`src/design/spid_pkg.sv`:
```
// Shared types, constants and tables for the steering PID block.
`timescale 1ns / 1ps
`default_nettype none
package spid_pkg;

  localparam int CordicStepsDefault = 14;
  localparam int AtanEntries = 24;
  localparam int YDistance = 100;
  localparam int CordicScale = 16;
  localparam int CfgIndexWidth = 3;
  localparam int CfgDataWidth = 24;
  localparam int CordicWidth = 32;
  localparam int AngleWidth = 28;

  typedef enum logic [CfgIndexWidth-1:0] {
    REG_KP      = 3'd0,
    REG_KI      = 3'd1,
    REG_KD      = 3'd2,
    REG_DT      = 3'd3,
    REG_INV_DT  = 3'd4,
    REG_ACTUAL  = 3'd5,
    REG_OUT_LO  = 3'd6,
    REG_OUT_HI  = 3'd7
  } cfg_index_t;

  // Job handed from the front end to the back end.
  typedef struct packed {
    logic signed [11:0] diff;
  } job_t;

  // atan(2^-i) in Q24 radians.
  function automatic logic [AngleWidth-1:0] atan_q24(input logic [4:0] i);
    logic [AngleWidth-1:0] r;
    begin
      unique case (i)
        5'd0:  r = 28'd13176795;
        5'd1:  r = 28'd7778716;
        5'd2:  r = 28'd4110060;
        5'd3:  r = 28'd2086331;
        5'd4:  r = 28'd1047214;
        5'd5:  r = 28'd524117;
        5'd6:  r = 28'd262123;
        5'd7:  r = 28'd131069;
        5'd8:  r = 28'd65536;
        5'd9:  r = 28'd32768;
        5'd10: r = 28'd16384;
        5'd11: r = 28'd8192;
        5'd12: r = 28'd4096;
        5'd13: r = 28'd2048;
        5'd14: r = 28'd1024;
        5'd15: r = 28'd512;
        5'd16: r = 28'd256;
        5'd17: r = 28'd128;
        5'd18: r = 28'd64;
        5'd19: r = 28'd32;
        5'd20: r = 28'd16;
        5'd21: r = 28'd8;
        5'd22: r = 28'd4;
        5'd23: r = 28'd2;
        default: r = '0;
      endcase
      return r;
    end
  endfunction

endpackage
`default_nettype wire

```
`src/design/spid_front.sv`:
```
// Front end: takes target columns, drops negative ones, queues the column difference.
`timescale 1ns / 1ps
`default_nettype none
module spid_front (
  input  wire logic                clk,
  input  wire logic                rst,
  input  wire logic                push,
  output logic                     full,
  input  wire logic signed [11:0]  target_column,
  input  wire logic [10:0]         actual_column,
  output logic                     job_valid,
  output spid_pkg::job_t           job,
  input  wire logic                job_take
);
  import spid_pkg::*;

  // Two-entry queue of pending jobs.
  job_t       q [2];
  logic       rd_ptr, wr_ptr;
  logic [1:0] count;
  logic       wr_en, rd_en;

  assign full      = (count == 2'd2);
  assign job_valid = (count != 2'd0);
  assign job       = q[rd_ptr];
  assign wr_en     = push && !full && !target_column[11];
  assign rd_en     = job_take && job_valid;

  always_ff @(posedge clk) begin
    if (wr_en) begin
      q[wr_ptr].diff <= $signed({1'b0, actual_column}) - target_column;
    end
  end

  always_ff @(posedge clk) begin
    if (rst) begin
      rd_ptr <= 1'b0;
      wr_ptr <= 1'b0;
      count  <= 2'd0;
    end else begin
      if (wr_en) wr_ptr <= ~wr_ptr;
      if (rd_en) rd_ptr <= ~rd_ptr;
      count <= count + {1'b0, wr_en} - {1'b0, rd_en};
    end
  end

endmodule
`default_nettype wire

```
`config.mk`:
```
export PLATFORM = sky130hd
export DESIGN_NAME = spid_front
export DESIGN_NICKNAME = d
export VERILOG_FILES = /design/src/design/spid_pkg.sv /design/src/design/spid_front.sv
export SDC_FILE = /design/constraint.sdc
export NUM_CORES = 1
export LEC_CHECK = 0
export BUFFER_PORTS_ARGS = -buffer_cell sky130_fd_sc_hd__buf_2
export CORE_AREA = 3 3 88 90
export DETAILED_ROUTE_END_ITERATION = 6
export DIE_AREA = 0 0 91 93
export HOLD_SLACK_MARGIN = 0.02
export PLACE_DENSITY = 0.41
export SYNTH_ARGS = -nofsm -noshare
export SYNTH_HDL_FRONTEND = slang
export SYNTH_SLANG_ARGS = --single-unit
```
`constraint.sdc`:
```
create_clock -name clk -period 4.1 [get_ports clk]
set_input_delay 0.205 -clock clk [delete_from_list [all_inputs] [get_ports clk]]
set_output_delay 0.205 -clock clk [all_outputs]
set_load 0.05 [all_outputs]
```
Word-level counts from Yosys, hierarchy flattened:

Memory sizes are Yosys's and may differ from the RTL's. A register that Yosys moved wholly into a read port is not among the register bits.
Index checks and enable logic that the tools add are counted.

* $add $sub $neg: 3
* eq/ne operators: 1
* multiplexer cells: 4
* bitwise operators: 2
* reductions and logical operators: 6

Operator list (count)
* subtractor 12 bit: 1
* two-way mux 1 bit: 4
* logical AND 1 bit: 3
* adder 2 x 1 -> 2 bit: 1
* equality test 2 bit, second input constant: 1
* zero test 1 bit: 2
* NOT 1 bit: 2
* nonzero test 2 bit: 1
* subtractor 2 x 1 -> 2 bit: 1

* bits in registers: 4
* memory bits (writable): 24
* output and inout bits: 14
* word-level logic and storage cells: 20
* memories kept: 1

Memory list
* q: depth 2, bits a word 12, rd ports 1, clocked after memory_dff 1, write ports 1, line spid_front.sv:18 `job_t q [2];`

Longest topological paths before layout:

Gate-level depths: netlist of the first run.

* depth after elaboration: 6
* mapped depth: 9
* gate-level depth less buffers: 9

Least setup slack after synthesis of the first run:

Ideal clock, no wire load.

* kind: register -> register
* start: register count[1]
* end: register count[1]
* setup time: 0.115 ns
* arrival time: 2.130 ns
* data required time: 3.985 ns
* path slack: 1.856 ns
* stages on the path, launching flop included: 10
* path buffers: 0
* cell sequence: dfxtp_1 nor2b_1 nor3b_1 inv_1 ha_1 inv_1 ha_1 xor2_1 xnor2_1 nor2_1

* cells in the longest elaborated chain, start to end: 6

Ends and longest elaborated chain
* start: declaration: line spid_front.sv:20 `logic [1:0] count;`
* start signal: assignment: line spid_front.sv:43 `count <= count + {1'b0, wr_en} - {1'b0, rd_en};`
* equality test 2 bit: line spid_front.sv:23 `assign full = (count == 2'd2);`
* via full: line spid_front.sv:8 `output logic full,`
* zero test 1 bit: line spid_front.sv:26 `assign wr_en = push && !full && !target_column[11];`
* logical AND 1 bit (2 in series): line spid_front.sv:26
* adder 2 x 1 -> 2 bit: line spid_front.sv:43
* subtractor 2 x 1 -> 2 bit: line spid_front.sv:43

The timed path passes the listed nets, and every way through them passes these cells.
A chain may end at the register's enable or synchronous reset.

Worst setup path after layout of the first run:

* start: register count[1]
* end: memory q[0][9] in the netlist's numbering (enable)

* cells in the longest elaborated chain, start to end: 6

Ends and longest elaborated chain
* equality test 2 bit: line spid_front.sv:23
* zero test 1 bit: line spid_front.sv:26
* logical AND 1 bit (2 in series): line spid_front.sv:26
* two-way mux 1 bit: line spid_front.sv:30 `if (wr_en) begin`
* two-way mux 1 bit (implied by the code): line spid_front.sv:31 `q[wr_ptr].diff <= $signed({1'b0, actual_column}) - target_column;`
* end: declaration: line spid_front.sv:18

Every way passes these cells.

==> reports/qor.csv, run 1 <==
stage,metric,value,unit
critical_path,cp_top_family,simple AND/OR/NAND/NOR gates,
worst_hold_path,worstHoldStart,rst,
final_layout,final_cell_mix,"buf_2, edfxtp_1, inv_1",
floorplanning,die_area,8460,sq um
clock_tree,postCtsSetupBuffers,0,
floorplanning,die_h,93,um
clock_tree,holdBufCountCts,0,
synthesis,ys_seq_area_share,50.7,%
sta,tightest_slew,1060,ps
worst_hold_path,hp-class,in2reg,
floorplanning,die_w,91,um
detailed_routing,routed_wl,3280,um
sta,finalCritPeriodShare,52.4,%
clock_tree,clk_pin_slew,60,ps
floorplanning,core_area,7140,sq um
place,gp_congestion,0.677,
critical_path,worst-path-buf-inv,1,
sta,setup_violations,0,
clock_tree,htree_levels,2,
critical_path,crit_chain,nor2b_1 > nor3b_1 > inv_1 > nor2_1,
pwr,ir_worst_vdd,0.124,mV
synthesis,avgSynthCellArea,11.7,sq um
floorplanning,core.rowCount,31,
sta,period_needed,2150,ps
detailed_routing,post_drt_wl_per_cell,11.5,um
critical_path,critPathLaunchType,flop,
pwr,powerDensity,525,nW/um^2
final_layout,syn_to_final_growth,25.3,%
pwr,power.leakage,0.857,nW
clock_tree,clkLatencyLatePin,280,ps
sta,clock.fmax,0.465,GHz
critical_path,cp-startpoint,count[1],
sta,report.final.slew_viol_count,0,
sta,setup_tns,0,ps
detailed_routing,via_per_inst,3.96,
final_layout,fin_nets,225,
sta,rsz0062_at_grt,false,
clock_tree,cts-resized-gates,0,
synthesis,yosys_register_bits,29,
critical_path,criticalPathCategory,reg2reg,
synthesis,synth_async_sr_flop_share,0,%
critical_path,r2r-start,count[1],
global_routing,overflow,0,
synthesis,ys.flop_type,edfxtp_1,
sta,final_hold_viol_count,0,
pwr,seqPwrFrac,37.8,%
final_layout,antenna_cells,0,
synthesis,synth_area,1620,sq um
detailed_routing,drtAntennaViolNets,0,
critical_path,cp-end-kind,flop,
sta,slew-limit-headroom,28.7,%
pwr,p_int,0.000654,W
place,port_buffers,40,
clock_tree,cts.sink_count,29,
clock_tree,cts_tree,yes,
final_layout,layout-drive-gt1-share,33.0,%
floorplanning,initial_core_util,22.7,%
critical_path,slowest_stage,nor2_1,
final_layout,final_common_cell,buf_2,
synthesis,synth.distinct_cells,33,
global_routing,grt_pass1_vias,1144,
critical_path,cp.required,3990,ps
final_layout,n_fill_cell,790,
detailed_routing,num_vias,1125,
synthesis,synth_edf_count,24,
pwr,combPwrFrac,40.0,%
global_routing,grt_max_degree,13,
pwr,p_sw,0.000411,W
critical_path,worst-path-max-fanout,12,
global_routing,antenna_found_initial,0,
synthesis,synth_cells,138,
detailed_routing,drt_iter0_markers,29,
global_routing,grt_pass1_wl,5460,um
outcome,status,finished clean,
clock_tree,cts_buffer_depth,2,
place,detailed_place_hpwl,2490,um
synthesis,synth_fp_nets,179,
global_routing,grt.total_usage,8.42,%
detailed_routing,drc,0,
detailed_routing,drtPass1Iterations,4,
sta,clock_skew,6.10,ps
critical_path,max_stage_delay,820,ps
clock_tree,cts_root_buf,clkbuf_8,
flow_run,timing.max_cap.violations,0,
critical_path,arrival,2040,ps
pwr,switching_share,38.6,%
pwr,clock_power_share,22.2,%
final_layout,utilization,28.4,%
clock_tree,cts_buffers,5,
synthesis,yosysWarnings,0,
floorplanning,io_pins,41,
-- kinds of logic after synthesis --
logic type	after synthesis	synth area share, %
AO/OA/AOI/OAI	22	9.58
XOR/XNOR	12	6.49
adder cells (fa/ha/maj)	14	11.3
buffers and inverters	18	4.17
flip-flops	29	50.7
multiplexers	12	8.35
AND/OR/NAND/NOR	31	9.43
-- metal layers --
| layer | global-route usage, % | wire (um) | vias up |
|---|---|---|---|
| met3 | 2.57 | 252 | 4 |
| met2 | 13.0 | 1460 | 40 |
| met1 | 10.6 | 1510 | 498 |
| li1 | - | - | 583 |
| met5 | 0 | 0 | - |
| met4 | 4.52 | 54 | 0 |
-- Yosys cell counts (all sizes together), types with 2 or more instances --
cell type,count,share of area [%]
edfxtp,24,45
inv,17,3.9
ha,13,10
mux2,12,8.3
nor2,12,2.8
xnor2,8,4.3
a21oi,6,2.1
dfxtp,5,6.2
nand2,5,1.2
o21ai,5,2.0
nor2b,4,1.5
xor2,4,2.2
o21a,3,1.4
a211oi,2,0.93
and2,2,0.77
nand2b,2,0.77
-- power by group through the flow --
| stage | Clock [W] | Combinational, W | Sequential [W] |
|---|---|---|---|
| after floorplan | 0 | 0.000352 | 0.000391 |
| after global placement | 0 | 0.000435 | 0.000411 |
| after detailed placement | 0 | 0.000431 | 0.000411 |
| after CTS | 0.000247 | 0.000434 | 0.000406 |
| after global routing | 0.000260 | 0.000465 | 0.000411 |
| final | 0.000237 | 0.000426 | 0.000403 |
-- metrics by stage --
stage,area (sq um),hold WS [ps],setup WS (ps),std cells,power (W)
floorplan,1620,277,1860,138,0.000743
global placement,1940,453,1990,276,0.000846
detailed placement,1940,451,1920,276,0.000843
CTS,2030,149,1880,284,0.00109
global route,2030,161,1670,284,0.00114
finish,2030,152,1950,284,0.00107
-- path summary, 6_finish.rpt --
kind	end	slack [ps]	depth (start not counted)
worst max-delay path	q[0][9]	1950	4
worst max register to register	q[0][9]	1950	4
worst min register to register	flop	530	2
worst min-delay path	count[1]	150	2
-- sequential cells by signal (all words and copies together) (netlist names), named ones only --
register,count
count,2
q,24
rd_ptr,1
wr_ptr,1
-- area by class of cell --
cell class	count	area, sq um	area share [%]
clock buffer	8	90.1	4.44
inverter	17	63.8	3.14
multi-input combinational	91	731	36.0
sequential	29	821	40.4
tap	99	124	6.10
timing repair buffer	40	200	9.86
No activity file was read; power rests on OpenSTA's default activity.
==> run 2, diff against run 1 <==
--- a/config.mk
+++ b/config.mk
@@ -5,12 +5,13 @@
 export SDC_FILE = /design/constraint.sdc
 export NUM_CORES = 1
 export LEC_CHECK = 0
+export ABC_AREA = 1
 export BUFFER_PORTS_ARGS = -buffer_cell sky130_fd_sc_hd__buf_2
-export CORE_AREA = 3 3 88 90
+export CORE_AREA = 3 3 93 95
 export DETAILED_ROUTE_END_ITERATION = 6
-export DIE_AREA = 0 0 91 93
+export DIE_AREA = 0 0 96 98
 export HOLD_SLACK_MARGIN = 0.02
-export PLACE_DENSITY = 0.41
+export PLACE_DENSITY = 0.4
 export SYNTH_ARGS = -nofsm -noshare
 export SYNTH_HDL_FRONTEND = slang
 export SYNTH_SLANG_ARGS = --single-unit
==> constraint.sdc (replaced) <==
create_clock -name clk -period 2.25 [get_ports clk]
set_input_delay 0.1125 -clock clk [delete_from_list [all_inputs] [get_ports clk]]
set_output_delay 0.1125 -clock clk [all_outputs]
set_load 0.05 [all_outputs]
==> reports/qor.csv, run 2 <==
stage,metric,value,unit,change
detailed_routing,num_vias,1388,,"was 1,125"
critical_path,rrSetupSlack,580,ps,was 1950 ps
sta,clock_skew,4.45,ps,was 6.10 ps
clock_tree,cts_root_buf,clkbuf_8,,unchanged
sta,period_needed,1690,ps,
pwr,seqPwrFrac,37.9,%,was 37.8%
synthesis,synth_async_sr_flop_share,0,%,unchanged
place,placed_cell_area,2130,sq um,was 1940 sq um
synthesis,yosysWarnings,0,,unchanged
global_routing,overflow,0,,unchanged
detailed_routing,drtAntennaViolNets,0,,unchanged
global_routing,grt_max_degree,14,,was 13
synthesis,ys_seq_area_share,45.7,%,was 50.7%
critical_path,rr_endpoint,count[1],,was q[0][9]
detailed_routing,drt_iter0_markers,48,,was 29
final_layout,syn_to_final_growth,23.4,%,was 25.3%
final_layout,final_common_cell,nand2_1,,was buf_2
synthesis,avgSynthCellArea,8.76,sq um,was 11.7 sq um
detailed_routing,drtPass1Iterations,4,,unchanged
synthesis,synth.distinct_cells,21,,was 33
pwr,switching_share,40.1,%,was 38.6%
worst_hold_path,hp-class,in2reg,,unchanged
critical_path,worstSetupEndpoint,job[8],,was q[0][9]
sta,final_hold_viol_count,0,,unchanged
floorplanning,core_area,7810,sq um,was 7140 sq um
synthesis,synth_common_cells,"nand2_1, inv_1, edfxtp_1, ha_1, nor2_1",,"was edfxtp_1, inv_1, ha_1, mux2_2, nor2_1"
global_routing,antenna_found_initial,0,,unchanged
final_layout,final_cell_mix,"nand2_1, inv_1, buf_2",,"was buf_2, edfxtp_1, inv_1"
pwr,p_int,0.00114,W,was 0.000654 W
pwr,power.leakage,1.12,nW,was 0.857 nW
pwr,p_sw,0.000764,W,was 0.000411 W
place,gp_congestion,0.847,,was 0.677
clock_tree,holdBufCountCts,0,,unchanged
pwr,ir_worst_vdd,0.180,mV,was 0.124 mV
synthesis,yosys_register_bits,29,,unchanged
synthesis,synth_area,1800,sq um,was 1620 sq um
sta,report.final.slew_viol_count,0,,unchanged
clock_tree,clkLatencyLatePin,270,ps,was 280 ps
flow_run,timing.max_cap.violations,0,,unchanged
global_routing,grt_pass1_vias,1325,,"was 1,144"
critical_path,cp-end-kind,primary output,,was flop
critical_path,r2r-start,count[1],,unchanged
final_layout,reg.largest.list,"q x24, count x2",,unchanged
detailed_routing,routed_wl,3670,um,was 3280 um
synthesis,yosysMostFrequentCell,nand2_1,,was edfxtp_1
clock_tree,clk_pin_slew,60,ps,about the same
detailed_routing,via_per_inst,3.90,,was 3.96
synthesis,yosys.area.top_type,edfxtp_1,,unchanged
pwr,combPwrFrac,41.5,%,was 40.0%
final_layout,layout-drive-gt1-share,26.8,%,was 33.0%
detailed_routing,drc,0,,unchanged
final_layout,largest_register_ff_count,24,,unchanged
clock_tree,cts.sink_count,29,,unchanged
floorplanning,io_pins,41,,unchanged
critical_path,cp.required,2140,ps,was 3990 ps
critical_path,critPathLaunchType,flop,,unchanged
sta,slew-limit-headroom,62.2,%,was 28.7%
synthesis,synth_edf_count,24,,unchanged
critical_path,worst-path-max-fanout,12,,unchanged
place,port_buffers,40,,unchanged
sta,setup_tns,0,ps,unchanged
final_layout,stdcell_area,2220,sq um,was 2030 sq um
place,preCtsSetupSlack,566,ps,was 1920 ps
synthesis,synth_cells,205,,was 138
sta,finalCritPeriodShare,75.0,%,
pwr,powerDensity,861,nW/um^2,was 525 nW/um^2
clock_tree,postCtsSetupBuffers,0,,unchanged
floorplanning,die_h,98,um,was 93 um
final_layout,regMostFlops,q,,unchanged
floorplanning,die_w,96,um,was 91 um
outcome,status,finished clean,,unchanged
critical_path,arrival,1570,ps,was 2040 ps
final_layout,fin_nets,294,,was 225
sta,setup_ws,563,ps,was 1950 ps
pwr,clock_power_share,20.6,%,was 22.2%
critical_path,reg2regPathDepth,10,,was 4
clock_tree,cts_buffer_depth,2,,unchanged
synthesis,synth_area_leaders,"edfxtp_1, nand2_1, inv_1, ha_1, mux2_2",,"was edfxtp_1, ha_1, mux2_2, dfxtp_1, xnor2_1"
global_routing,grt.total_usage,8.25,%,was 8.42%
global_routing,grt_pass1_wl,5950,um,was 5460 um
place,detailed_place_hpwl,3060,um,was 2490 um
synthesis,netlist.area_leader.share,40.1,%,was 44.5%
sta,setup_violations,0,,unchanged
floorplanning,initial_core_util,23.0,%,was 22.7%
final_layout,utilization,28.4,%,about the same
sta,tightest_slew,567,ps,was 1060 ps
clock_tree,cts-resized-gates,0,,unchanged
floorplanning,core.rowCount,32,,was 31
detailed_routing,post_drt_wl_per_cell,10.3,um,was 11.5 um
clock_tree,cts_tree,yes,,unchanged
synthesis,ys.flop_type,edfxtp_1,,unchanged
clock_tree,htree_levels,2,,unchanged
sta,holdWs,66.4,ps,was 152 ps
final_layout,antenna_cells,0,,unchanged
synthesis,synth_fp_nets,246,,was 179
clock_tree,cts_buffers,5,,unchanged
floorplanning,die_area,9410,sq um,was 8460 sq um
sta,clock.fmax,0.593,GHz,
sta,rsz0062_at_grt,false,,unchanged
critical_path,criticalPathCategory,reg2out,,was reg2reg
-- run 2: cell types whose count changed after synthesis, moves of 3 or more --
cell	previous run	this run
nand3_1	0	9
nand2_2	0	3
nand2_1	5	55
xnor2_1	8	2
nand4_1	1	4
nor2b_1	4	0
o21a_1	3	0
inv_1	17	44
-- run 2: cell families after synthesis --
group           Yosys count  synth area share, %
mux                      12                 7.53
fa+ha+maj                14                 10.2
buf+inv                  46                 9.69
compound gates            7                 1.95
simple gates             91                 22.0
xor+xnor                  6                 2.93
flops                    29                 45.7
-- run 2: power by group through the flow --
stage               clock network, W  registers (W)  logic [W]
global placement                   0       0.000737   0.000803
floorplan                          0       0.000707   0.000650
detailed placement                 0       0.000738   0.000804
finish                      0.000393       0.000723   0.000791
global route                0.000431       0.000733   0.000872
CTS                         0.000413       0.000727   0.000808
-- run 2: area by class of cell --
cell class | count | area, sq um
clock inverter | 2 | 10.0
inverter | 45 | 169
fill | 862 | 5590
multi-input combinational | 130 | 801
tap | 102 | 128
timing repair buffer | 42 | 215
sequential | 29 | 821
clock buffer | 6 | 72.6
-- run 2: worst max-delay path: stages, from the launching register on --
cell and delay (ps):
dfxtp_1 680, mux2_2 410, buf_2 210
-- run 2: per-layer routing --
metal	up-vias	part of all wire [%]	track usage (%)	wire, um
met1	602	47	10.7	1740
met4	0	1.8	3.61	67
met3	7	4.9	1.69	178
met5	-	0	0	0
met2	34	46	13.1	1680
li1	745	-	-	-
-- run 2: metrics by stage --
stage          power, W  cells
3_5_place_dp    0.00154    348
2_1_floorplan   0.00136    205
6_report        0.00191    356
5_1_grt         0.00204    356
4_1_cts         0.00195    356
3_3_place_gp    0.00154    348
-- run 2: how the worst min path moves through the flow --
stage          startpoint  slack [ps]  cells after the start       end
2_1_floorplan         rst         180                      1      flop
3_3_place_gp          rst         360                      2  count[0]
3_5_place_dp          rst         360                      2    rd_ptr
4_1_cts               rst          60                      2  count[0]
5_1_grt               rst          70                      2  count[0]
6_report              rst          70                      2  count[0]
